**src/rtl/core/brm_pkg.sv**
```systemverilog
// Shared types and constants for the bidirectional run merge block.
// No dependencies; every other file of the block but brm_ram imports this package.
package brm_pkg;

	// Field widths fixed by the interface
	localparam int OPC_W = 2;
	localparam int VAL_W = 32;
	localparam int POS_W = 10;
	localparam int CFG_W = 11;
	localparam int CFG_IDX_W = 1;

	// Input opcodes
	localparam logic [OPC_W-1:0] OPC_LOAD    = 2'd0;
	localparam logic [OPC_W-1:0] OPC_STEP    = 2'd1;
	localparam logic [OPC_W-1:0] OPC_RESTART = 2'd2;

	// Configuration register indexes
	localparam logic [CFG_IDX_W-1:0] REG_TOTAL = 1'b0;
	localparam logic [CFG_IDX_W-1:0] REG_LEFT  = 1'b1;

	// Classified item kinds carried through the queue
	typedef enum logic [1:0] {
		KIND_LOAD,
		KIND_STEP,
		KIND_RESTART
	} kind_t;

	typedef struct packed {
		kind_t             kind;
		logic [VAL_W-1:0]  value;
	} item_t;

	// Queue head as seen by the back end
	typedef struct packed {
		logic  valid;
		item_t item;
	} q_head_t;

	typedef struct packed {
		logic              front_valid;
		logic [POS_W-1:0]  front_position;
		logic [VAL_W-1:0]  front_value;
		logic              back_valid;
		logic [POS_W-1:0]  back_position;
		logic [VAL_W-1:0]  back_value;
		logic              merge_done;
	} result_t;

endpackage

```
**src/rtl/core/brm_front.sv**
```systemverilog
// Front end: accepts input transactions, classifies the opcode and queues them.
// Depends on brm_pkg.
module brm_front
	import brm_pkg::*;
(
	input  logic             clk,
	input  logic             arst_n,
	input  logic             item_valid,
	output logic             item_stall,
	input  logic [OPC_W-1:0] opcode,
	input  logic [VAL_W-1:0] element_value,
	output q_head_t          head,
	input  logic             pop
);

	localparam logic [1:0] QDEPTH = 2'd2;

	item_t      slot_q [2];
	logic       wp_q;
	logic       rp_q;
	logic [1:0] cnt_q;
	logic       keep;
	kind_t      kind;
	logic       push;
	logic       do_pop;

	// Classify the opcode; the unused code is accepted and dropped
	always_comb begin
		keep = 1'b1;
		kind = KIND_STEP;
		unique case (opcode)
			OPC_LOAD:    kind = KIND_LOAD;
			OPC_STEP:    kind = KIND_STEP;
			OPC_RESTART: kind = KIND_RESTART;
			default:     keep = 1'b0;
		endcase
	end

	assign item_stall = (cnt_q == QDEPTH);
	assign push       = item_valid && !item_stall && keep;
	assign do_pop     = pop && (cnt_q != 2'd0);

	assign head.valid = (cnt_q != 2'd0);
	assign head.item  = slot_q[rp_q];

	// Store pushed items
	always_ff @(posedge clk) begin
		if (push) begin
			slot_q[wp_q] <= '{kind: kind, value: element_value};
		end
	end

	// Advance pointers and fill count
	always_ff @(posedge clk or negedge arst_n) begin
		if (!arst_n) begin
			wp_q  <= 1'b0;
			rp_q  <= 1'b0;
			cnt_q <= 2'd0;
		end else begin
			if (push) begin
				wp_q <= !wp_q;
			end
			if (do_pop) begin
				rp_q <= !rp_q;
			end
			cnt_q <= cnt_q + {1'b0, push} - {1'b0, do_pop};
		end
	end

endmodule

```
**config.mk**
```make
export PLATFORM = sky130hd
export DESIGN_NAME = brm_front
export DESIGN_NICKNAME = d
export VERILOG_FILES = /design/src/rtl/core/brm_pkg.sv /design/src/rtl/core/brm_front.sv
export SDC_FILE = /design/constraint.sdc
export NUM_CORES = 1
export LEC_CHECK = 0
export ABC_CLOCK_PERIOD_IN_PS = 2400
export BUFFER_PORTS_ARGS = -buffer_cell sky130_fd_sc_hd__buf_2
export CORE_MARGIN = 4
export CORE_UTILIZATION = 47
export CTS_BUF_LIST = sky130_fd_sc_hd__clkbuf_16
export DETAILED_ROUTE_END_ITERATION = 16
export GPL_TIMING_DRIVEN = 0
export PLACE_DENSITY = 0.75
export SLEW_MARGIN = 20
export SYNTH_ARGS = -nofsm -noshare
export SYNTH_HDL_FRONTEND = slang
export SYNTH_SLANG_ARGS = --single-unit
```
**constraint.sdc**
```tcl
create_clock -name clk -period 2.4 [get_ports clk]
set_input_delay 0.72 -clock clk [delete_from_list [all_inputs] [get_ports clk]]
set_output_delay 0.72 -clock clk [all_outputs]
set_load 0.05 [all_outputs]
```
==> results.txt, run 1 <==
Status: completed
Routability congestion estimate: 0.6707
Global routing usage on met2: 0.2196
Power Density: 1448 nW/um^2
Final nets: 253
Total clock sinks: 72
Compound-cell area share of the yosys netlist: 0
Worst-path cell chain: buf_6, buf_12, mux2_4, buf_2
Final Util: 0.6271
Largest net degree at the start of global routing: 21
Count of cell types in the netlist: 18
Syn. warnings: 0
Worst slew pin tran: 539.9 ps
Vias per cell: 4.652
Root buffer cell: clkbuf_16
WS Path Type: flop to output pin
Leakage Power: 1.494 nW
P&R area growth vs syn: 29.96%
Hold Vio Cnt, Final: 0
TritonCTS clock tree: yes
Top cell type's share of synthesized area: 0.7189
Layout cells sized above 1: 0.6193
Most frequent cells in the layout: buf_2, edfxtp_1, mux2_4
Synthesized instance count: 127
Worst-Skew Late Latency: 320 ps
Total Routing Usage GR: 0.1350
Largest family of logic cells by synthesized area: multiplexers
FFs w/ async S/R, synth: 0.05556
Fmax: 446.3 MHz
Synth area leaders: edfxtp_1, mux2_4, dfrtp_1
Max-slew headroom: 0.6392
Row count: 28
Setup Fix Bufs, Post-CTS: 0
Hold Buf Count CTS: 0
Post-synthesis xor/xnor area fraction: 0.01233
GRT busiest layer: met2
Max-cap check violation count: 0
First-pass GRT wire length: 7.189 mm
Hold/Removal Path Class: input port to asynchronous set/reset pin
Slowest cell delay on critical path: 370 ps
Initial antenna violation count: 0
RSZ-0062 raised after global routing: false
Inserted Clock Buffers: 9
Worst Setup End Kind: output pin
# fillers: 443
I/O pin total: 74
Peak supply drop: 0.7636 mV
Synth Area in Simple Gates: 0.02247
Core Region: 5886 sq um
Leading cell type in the layout, fill and taps excluded: buf_2
PortBufs: 73
Critical Path AT: 1520 ps
WL/cell: 15.44 um
Multiplexer area fraction after synthesis: 0.1731
Post-detailed-placement half-perimeter wirelength: 3.286 mm
Remaining DRCs: 0
Initial Util: 0.4826
Crit path launch type: flop
Vias in the first global route: 1,459
R2R setup slack: 640 ps
Clock transition at path regs: 60 ps
Setup violations, final: 0
Post-synth EDFFs: 68
Predominant post-synthesis flop cell: edfxtp_1
Reg-to-reg startpoint: cnt_q[1]$_DFF_PN0_
CP endpoint: head[15]
Power Total: 5.346 mW
TritonRoute pass-1 iters: 3
CTS H-tree depth: 3
Met1 Track Usage GR: 0.1618
Met3 Use GR: 0.03939
Synthesized area: 2840 sq um
FF+latch count, synth: 72
Non-filler cells, final: 293
Die footprint: 7350 sq um
Iteration-0 DRC count of the detailed router: 37
Congestion Overflow GR: 0
Sequential element share of the synthesized area: 0.7542
Mapped Nets: 167
Ant diodes: 0
Synth Area per Inst: 22.36 sq um
Adder and majority cell fraction of the synthesized area: 0.008811
Post_cts resized: 0
Crit path max fanout: 10
Die Y: 85.74 um
Via Count: 1,363
Antenna Nets Post-Route: 0
DRT Wirelength: 4.525 mm
Worst reg2reg endpoint: slot_q[1][16]$_DFFE_PP_
FF-to-FF path depth: 4
Final worst-path cycle share: 0.9337
Max Slew Vio Count: 0
Worst Setup SP: rp_q$_DFFE_PN0P_
Horiz. Die Dim: 85.74 um
CP max-delay cell: dfrtp_1
Placed cells: 277
CTS Buffer Depth: 2
Largest area contributor in the netlist: edfxtp_1
Final clock skew: 5.194 ps
Worst Path Required: 1680 ps
Minimum clock period: 2241 ps
==> Yosys cell counts (2+ instances only) <==
library cell and n:
inv_1 2, ha_1 2, mux2_4 29, edfxtp_1 68, mux2_2 5, nor2_1 2
dfrtp_1 4, buf_12 3, xnor2_1 3
==> layer usage <==
| layer | share of wire | up-vias |
|---|---|---|
| met3 | 0.076 | 9 |
| met5 | 0 | - |
| met2 | 0.50 | 53 |
| met1 | 0.40 | 642 |
| li1 | - | 659 |
| met4 | 0.019 | 0 |
==> stage by stage <==
stage | area, sq um | setup WS, ps | TNS (ps) | hold slack [ps]
floorplan | 2840 | -382.2 | -25990 | 424.4
global placement | 3299 | -1330 | -90090 | 482.7
detailed placement | 3369 | 288.5 | 0 | 501.6
CTS | 3691 | 143.1 | 0 | 190.6
global route | 3691 | 107.6 | 0 | 186.3
finish | 3691 | 159.2 | 0 | 195.6
==> flip-flops by register name, summed over array words and instances (netlist names) <==
signal / flops
slot_q: 68
wp_q: 1
rp_q: 1
cnt_q: 2
==> area by class of cell <==
| cell class | instances | area (sq um) | area share |
|---|---|---|---|
| sequential | 72 | 2142 | 0.5803 |
| inverter | 2 | 7.507 | 0.002034 |
| clock buffer | 9 | 225.2 | 0.06102 |
| tap | 75 | 93.84 | 0.02542 |
| buffer | 5 | 75.07 | 0.02034 |
| clock inverter | 7 | 96.34 | 0.02610 |
| multi-input combinational | 48 | 630.6 | 0.1708 |
| timing repair buffer | 75 | 420.4 | 0.1139 |
==> cell families (layout without fill, tap and decap cells) <==
logic type / Yosys count / in the layout
simple gates: 8 / 8
buf+inv: 7 / 98
fa+ha+maj: 2 / 2
mux: 34 / 34
flops: 72 / 72
xor+xnor: 4 / 4
==> worst min path at each step <==
stage | from | to | slack (ps)
6_report | arst_n | cnt_q[0]$_DFF_PN0_ | 200
5_1_grt | arst_n | cnt_q[1]$_DFF_PN0_ | 190
4_1_cts | arst_n | cnt_q[0]$_DFF_PN0_ | 190
3_5_place_dp | cnt_q[1]$_DFF_PN0_ | cnt_q[1]$_DFF_PN0_ | 500
3_3_place_gp | cnt_q[1]$_DFF_PN0_ | cnt_q[1]$_DFF_PN0_ | 480
2_1_floorplan | arst_n | cnt_q[0]$_DFF_PN0_ | 420
==> worst max-delay path, delay by kind of cell, from the launching register on <==
family | cells | cell delay, ps
buffers and inverters | 3 | 510
muxes | 1 | 300
DFF | 1 | 370
==> power by group <==
| group | internal [mW] | switching, mW |
|---|---|---|
| Clock | 0.908 | 0.476 |
| Combinational | 0.810 | 1.42 |
| Sequential | 1.66 | 0.0761 |
| Total | 3.37 | 1.97 |
Note: power is estimated with default switching activity, not from simulation.
==> run 2, diff against run 1 <==
==> constraint.sdc (replaced) <==
create_clock -name clk -period 2.4 [get_ports clk]
set_input_delay 0.24 -clock clk [delete_from_list [all_inputs] [get_ports clk]]
set_output_delay 0.24 -clock clk [all_outputs]
set_load 0.05 [all_outputs]
==> run 2 against run 1 <==
Utilization rose by 0.17 points; clock power hardly changed; maximum frequency up 27%; combinational power hardly changed; register-to-register slack barely moved; first-iteration DRC count up 2.7%; worst setup slack better by 480 ps; critical path depth unchanged; design area rose by 0.27%; non-clock buffer count up 1; via count shrank 0.15%; critical path type unchanged; critical endpoint unchanged.
==> results.txt, run 2 (synthesis results as in run 1) <==
WL/cell: 15.36 um
Top flop regs: slot_q: 68 flops, cnt_q: 2 flops
Antenna Nets Post-Route: 0
Largest register by flop count: slot_q
Crit path launch type: flop
Max-slew headroom: 0.6427
P&R area growth vs syn: 30.31%
Via Count: 1,361
Hold Vio Cnt, Final: 0
Clock transition at path regs: 60 ps
Row count: 28
Total Routing Usage GR: 0.1348
Iteration-0 DRC count of the detailed router: 38
GRT busiest layer: met2
Setup violations, final: 0
Vias per cell: 4.629
Worst-Skew Late Latency: 320 ps
Vias in the first global route: 1,453
Max Slew Vio Count: 0
Largest net degree at the start of global routing: 21
Ant diodes: 0
Post_cts resized: 0
Minimum clock period: 1761 ps
Placed Area: 3369 sq um
Remaining DRCs: 0
Congestion Overflow GR: 0
Final worst-path cycle share: 0.7337
I/O pin total: 74
Setup TNS Final: 0 ps
Peak supply drop: 0.7640 mV
Root buffer cell: clkbuf_16
Most frequent cells in the layout: buf_2, edfxtp_1, mux2_4
Routability congestion estimate: 0.6707
CTS H-tree depth: 3
Post-detailed-placement half-perimeter wirelength: 3.286 mm
WS Path Type: flop to output pin
Fmax: 567.9 MHz
Inserted Clock Buffers: 9
First-pass GRT wire length: 7.176 mm
Horiz. Die Dim: 85.74 um
Hold/Removal Path Class: input port to flop
Power Total: 5.348 mW
Critical Path AT: 1520 ps
Setup Fix Bufs, Post-CTS: 0
Global routing usage on met2: 0.2196
Max-cap check violation count: 0
Die footprint: 7350 sq um
Final instance area: 3701 sq um
Power Density: 1445 nW/um^2
Placed cells: 277
WHS: 102.2 ps
Met3 Use GR: 0.03939
Worst slew pin tran: 534.7 ps
# fillers: 442
Max reg flops: 68
Final clock skew: 5.191 ps
Initial antenna violation count: 0
TritonRoute pass-1 iters: 3
CTS Buffer Depth: 2
Hold Buf Count CTS: 1
Leakage Power: 1.499 nW
PortBufs: 73
TritonCTS clock tree: yes
Layout cells sized above 1: 0.6164
Leading cell type in the layout, fill and taps excluded: buf_2
Crit path max fanout: 10
Non-filler cells, final: 294
DRT Wirelength: 4.516 mm
Initial Util: 0.4826
Final nets: 254
Total clock sinks: 72
Core Region: 5886 sq um
Status: completed
RSZ-0062 raised after global routing: false
Die Y: 85.74 um
Worst Path Required: 2160 ps
Met1 Track Usage GR: 0.1612
Worst Setup End Kind: output pin
## run 2: cell count changes in the layout (fill, tap and decap cells not counted), sizes merged
| cell | delta |
|---|---|
| dlygate4sd3 | +1 |
## run 2: power by group
group          switching, mW  internal, mW
registers             0.0766          1.66
logic                   1.42         0.811
clock network          0.477         0.908
total                   1.97          3.37
## run 2: worst paths after layout
check | from | endpoint | slack, ps | depth (start not counted)
max | rp_q$_DFFE_PN0P_ | head[15] | 640 | 4
min | element_value[13] | slot_q[0][13]$_DFFE_PP_ | 100 | 1
max reg2reg | cnt_q[1]$_DFF_PN0_ | slot_q[1][16]$_DFFE_PP_ | 650 | 4
min reg2reg | cnt_q[1]$_DFF_PN0_ | cnt_q[1]$_DFF_PN0_ | 510 | 1
max in group asynchronous | arst_n | rp_q$_DFFE_PN0P_ | 2020 | 2
min in group asynchronous | arst_n | cnt_q[0]$_DFF_PN0_ | 250 | 2
## run 2: layout make-up
cell class,instances,area [sq um],area share
plain buffers,5,75.07,0.02028
repair buffers,76,430.4,0.1163
flip-flops and latches,72,2142,0.5788
clock inverters,7,96.34,0.02603
multi-input cells,48,630.6,0.1704
well taps,75,93.84,0.02535
inverters,2,7.507,0.002028
clock buffers,9,225.2,0.06085
## run 2: through the flow
step	utilization	setup WS, ps
after CTS	0.6288	603.3
after global routing	0.6288	540.6
final	0.6288	639.1
after global placement	0.5606	-1015
after floorplan	-	-314.0
after detailed placement	0.5725	622.6
## run 2: metal layers
layer / share of wire / up-vias
li1: - / 662
met1: 0.40 / 637
met2: 0.50 / 53
met3: 0.076 / 9
met4: 0.019 / 0
met5: 0 / -
## run 2: critical path, stage by stage (launching register included)
cell     delay, ps
dfrtp_1        370
buf_6          150
buf_12         150
mux2_4         300
buf_2          210
==> run 3, diff against run 2 <==
Settings changed: ABC_AREA set to 1, ABC_CLOCK_PERIOD_IN_PS 2400 to 1700, CORE_UTILIZATION 47 to 52, PLACE_DENSITY 0.75 to 0.79.
Clock period 2.4 ns to 1.7 ns, I/O delays scaled along.
==> run 3 against run 2 <==
First-iteration DRC count rose by 100%; combinational power rose by 50%; flip-flop and latch count did not move; die area fell by 10%; worst hold slack got worse by 60 ps; design area fell by 3.2%; utilization rose by 6.8 points; sequential share of layout area rose by 1.9 points.
==> results.txt, run 3 <==
Status: completed
Die Y: 81.19 um
Largest net degree at the start of global routing: 35
# fillers: 380
Crit path max fanout: 10
Inserted Clock Buffers: 9
Row count: 26
Iteration-0 DRC count of the detailed router: 77
Sequential element share of the synthesized area: 0.7691
I/O pin total: 74
Hold Vio Cnt, Final: 0
Fmax: 625.0 MHz
Post-synth EDFFs: 68
TritonCTS clock tree: yes
RSZ-0062 raised after global routing: false
Synth area leaders: edfxtp_1, nand2_1, dfrtp_1
Worst-Skew Late Latency: 310 ps
Setup violations, final: 0
WHS: 42.50 ps
Largest area contributor in the netlist: edfxtp_1
Final Util: 0.6969
Leakage Power: 1.615 nW
Reg area: 2142 sq um
WS Path Type: flop to output pin
P&R area growth vs syn: 28.62%
Total clock sinks: 72
Max Slew Vio Count: 0
Routability congestion estimate: 0.7213
Clock transition at path regs: 60 ps
DRT Wirelength: 4.908 mm
FFs w/ async S/R, synth: 0.05556
Horiz. Die Dim: 81.19 um
Max-cap check violation count: 0
Vias per cell: 4.702
Count of cell types in the netlist: 14
Synthesized instance count: 214
Synth Area per Inst: 13.01 sq um
Top cell type's share of synthesized area: 0.7332
Final worst-path cycle share: 0.9411
FF+latch count, synth: 72
Antenna Nets Post-Route: 0
Vias in the first global route: 1,671
Root buffer cell: clkbuf_16
Remaining DRCs: 0
Worst Setup End Kind: output pin
TritonRoute pass-1 iters: 4
Hold/Removal Path Class: input port to flop
CTS H-tree depth: 3
Final clock skew: 5.227 ps
Power Density: 2050 nW/um^2
PortBufs: 73
Leading cell type in the layout, fill and taps excluded: nand2_1
Peak supply drop: 1.326 mV
Top flop regs: slot_q: 68 flops, cnt_q: 2 flops
Syn. warnings: 0
CTS Buffer Depth: 2
Worst Path Required: 1530 ps
Synth top cells by count: nand2_1, edfxtp_1, inv_1, nand2_2
Initial Util: 0.5419
Ant diodes: 0
Layout cells sized above 1: 0.3657
Die footprint: 6591 sq um
Worst slew pin tran: 440.7 ps
Via Count: 1,782
Synthesized area: 2785 sq um
Footprint of the multi-input gates: 534.3 sq um
Congestion Overflow GR: 0
Crit path launch type: flop
First-pass GRT wire length: 7.376 mm
Core Region: 5140 sq um
WL/cell: 12.95 um
Total Routing Usage GR: 0.1571
Largest register by flop count: slot_q
Final nets: 344
Post-detailed-placement half-perimeter wirelength: 3.096 mm
Initial antenna violation count: 0
Predominant post-synthesis flop cell: edfxtp_1
Minimum clock period: 1600 ps
Max reg flops: 68
Critical Path AT: 1430 ps
Mapped Nets: 254
Max-slew headroom: 0.7062
Setup TNS Final: 0 ps
Most frequent cells in the layout: nand2_1, buf_2, edfxtp_1
Count leader, synth: nand2_1
run 3: changes by cell type in the layout (fill, tap and decap cells not counted), moves of 4 or more:
| cell | change |
|---|---|
| inv_1 | +9 |
| clkinv_2 | +4 |
| mux2_4 | -29 |
| mux2_2 | -5 |
| nand2_1 | +104 |
| buf_4 | +5 |
| nand2_2 | +10 |
run 3: metrics by stage:
stage / setup slack, ps / cell area, sq um / total power [mW] / std cells
floorplan: 38.47 / 2793 / 4.997 / 214
global placement: -287.8 / 3246 / 5.676 / 357
detailed placement: -195.6 / 3246 / 5.733 / 357
CTS: 72.42 / 3547 / 7.360 / 377
global route: 1.619 / 3582 / 7.714 / 379
finish: 100.1 / 3582 / 7.342 / 379
run 3: final cells by class:
class,count,area share
clock inverter,7,0.009081
sequential,72,0.5980
inverter,11,0.01432
multi-input combinational,124,0.1491
timing repair buffer,78,0.1188
buffer,8,0.02340
clock buffer,9,0.06287
tap,70,0.02445
run 3: kinds of logic (layout without fill, tap and decap cells):
kind of cell,Yosys count,after routing,share of synthesized area
buf+inv,19,113,0.04762
fa+ha+maj,2,2,0.008983
simple gates,121,122,0.1743
flops,72,72,0.7691
run 3: final timing paths:
kind	end	slack, ps	startpoint	cells past startpoint
setup / recovery	head[24]	100	rp_q$_DFFE_PN0P_	6
hold / removal	slot_q[0][23]$_DFFE_PP_	40	element_value[23]	1
setup reg to reg	cnt_q[1]$_DFF_PN0_	150	cnt_q[1]$_DFF_PN0_	7
hold reg to reg	wp_q$_DFFE_PN0P_	480	wp_q$_DFFE_PN0P_	2
max in group asynchronous	wp_q$_DFFE_PN0P_	1350	arst_n	2
min in group asynchronous	rp_q$_DFFE_PN0P_	220	arst_n	2
run 3: power by group:
group / internal, mW / leakage, nW / switching [mW]
clock network: 0.961 / 0.141 / 0.614
logic: 0.808 / 0.799 / 2.54
registers: 2.33 / 0.676 / 0.0923
total: 4.10 / 1.62 / 3.24
run 3: repair_timing:
action	4_1_cts	5_1_grt
setup buffers	2	2
gates cloned	1	0
endpoints found under the hold margin	4	0
hold buffers	1	0
pin swaps	0	1
gates resized for setup	3	3
endpoints found under the setup margin	34	4
run 3: worst max-delay path, stage by stage, from the launching register on:
cell and delay (ps):
dfrtp_1 370, buf_6 150, inv_8 80, buf_6 140
nand2_1 50, nand2_1 60, buf_2 260
run 3: layer usage:
metal / track usage / wire length (um) / vias to the layer above
met5: 0 / 0 / -
met4: 0.06419 / 48 / 0
met3: 0.04213 / 281 / 6
met2: 0.2882 / 2665 / 45
met1: 0.1706 / 1914 / 838
li1: - / - / 893
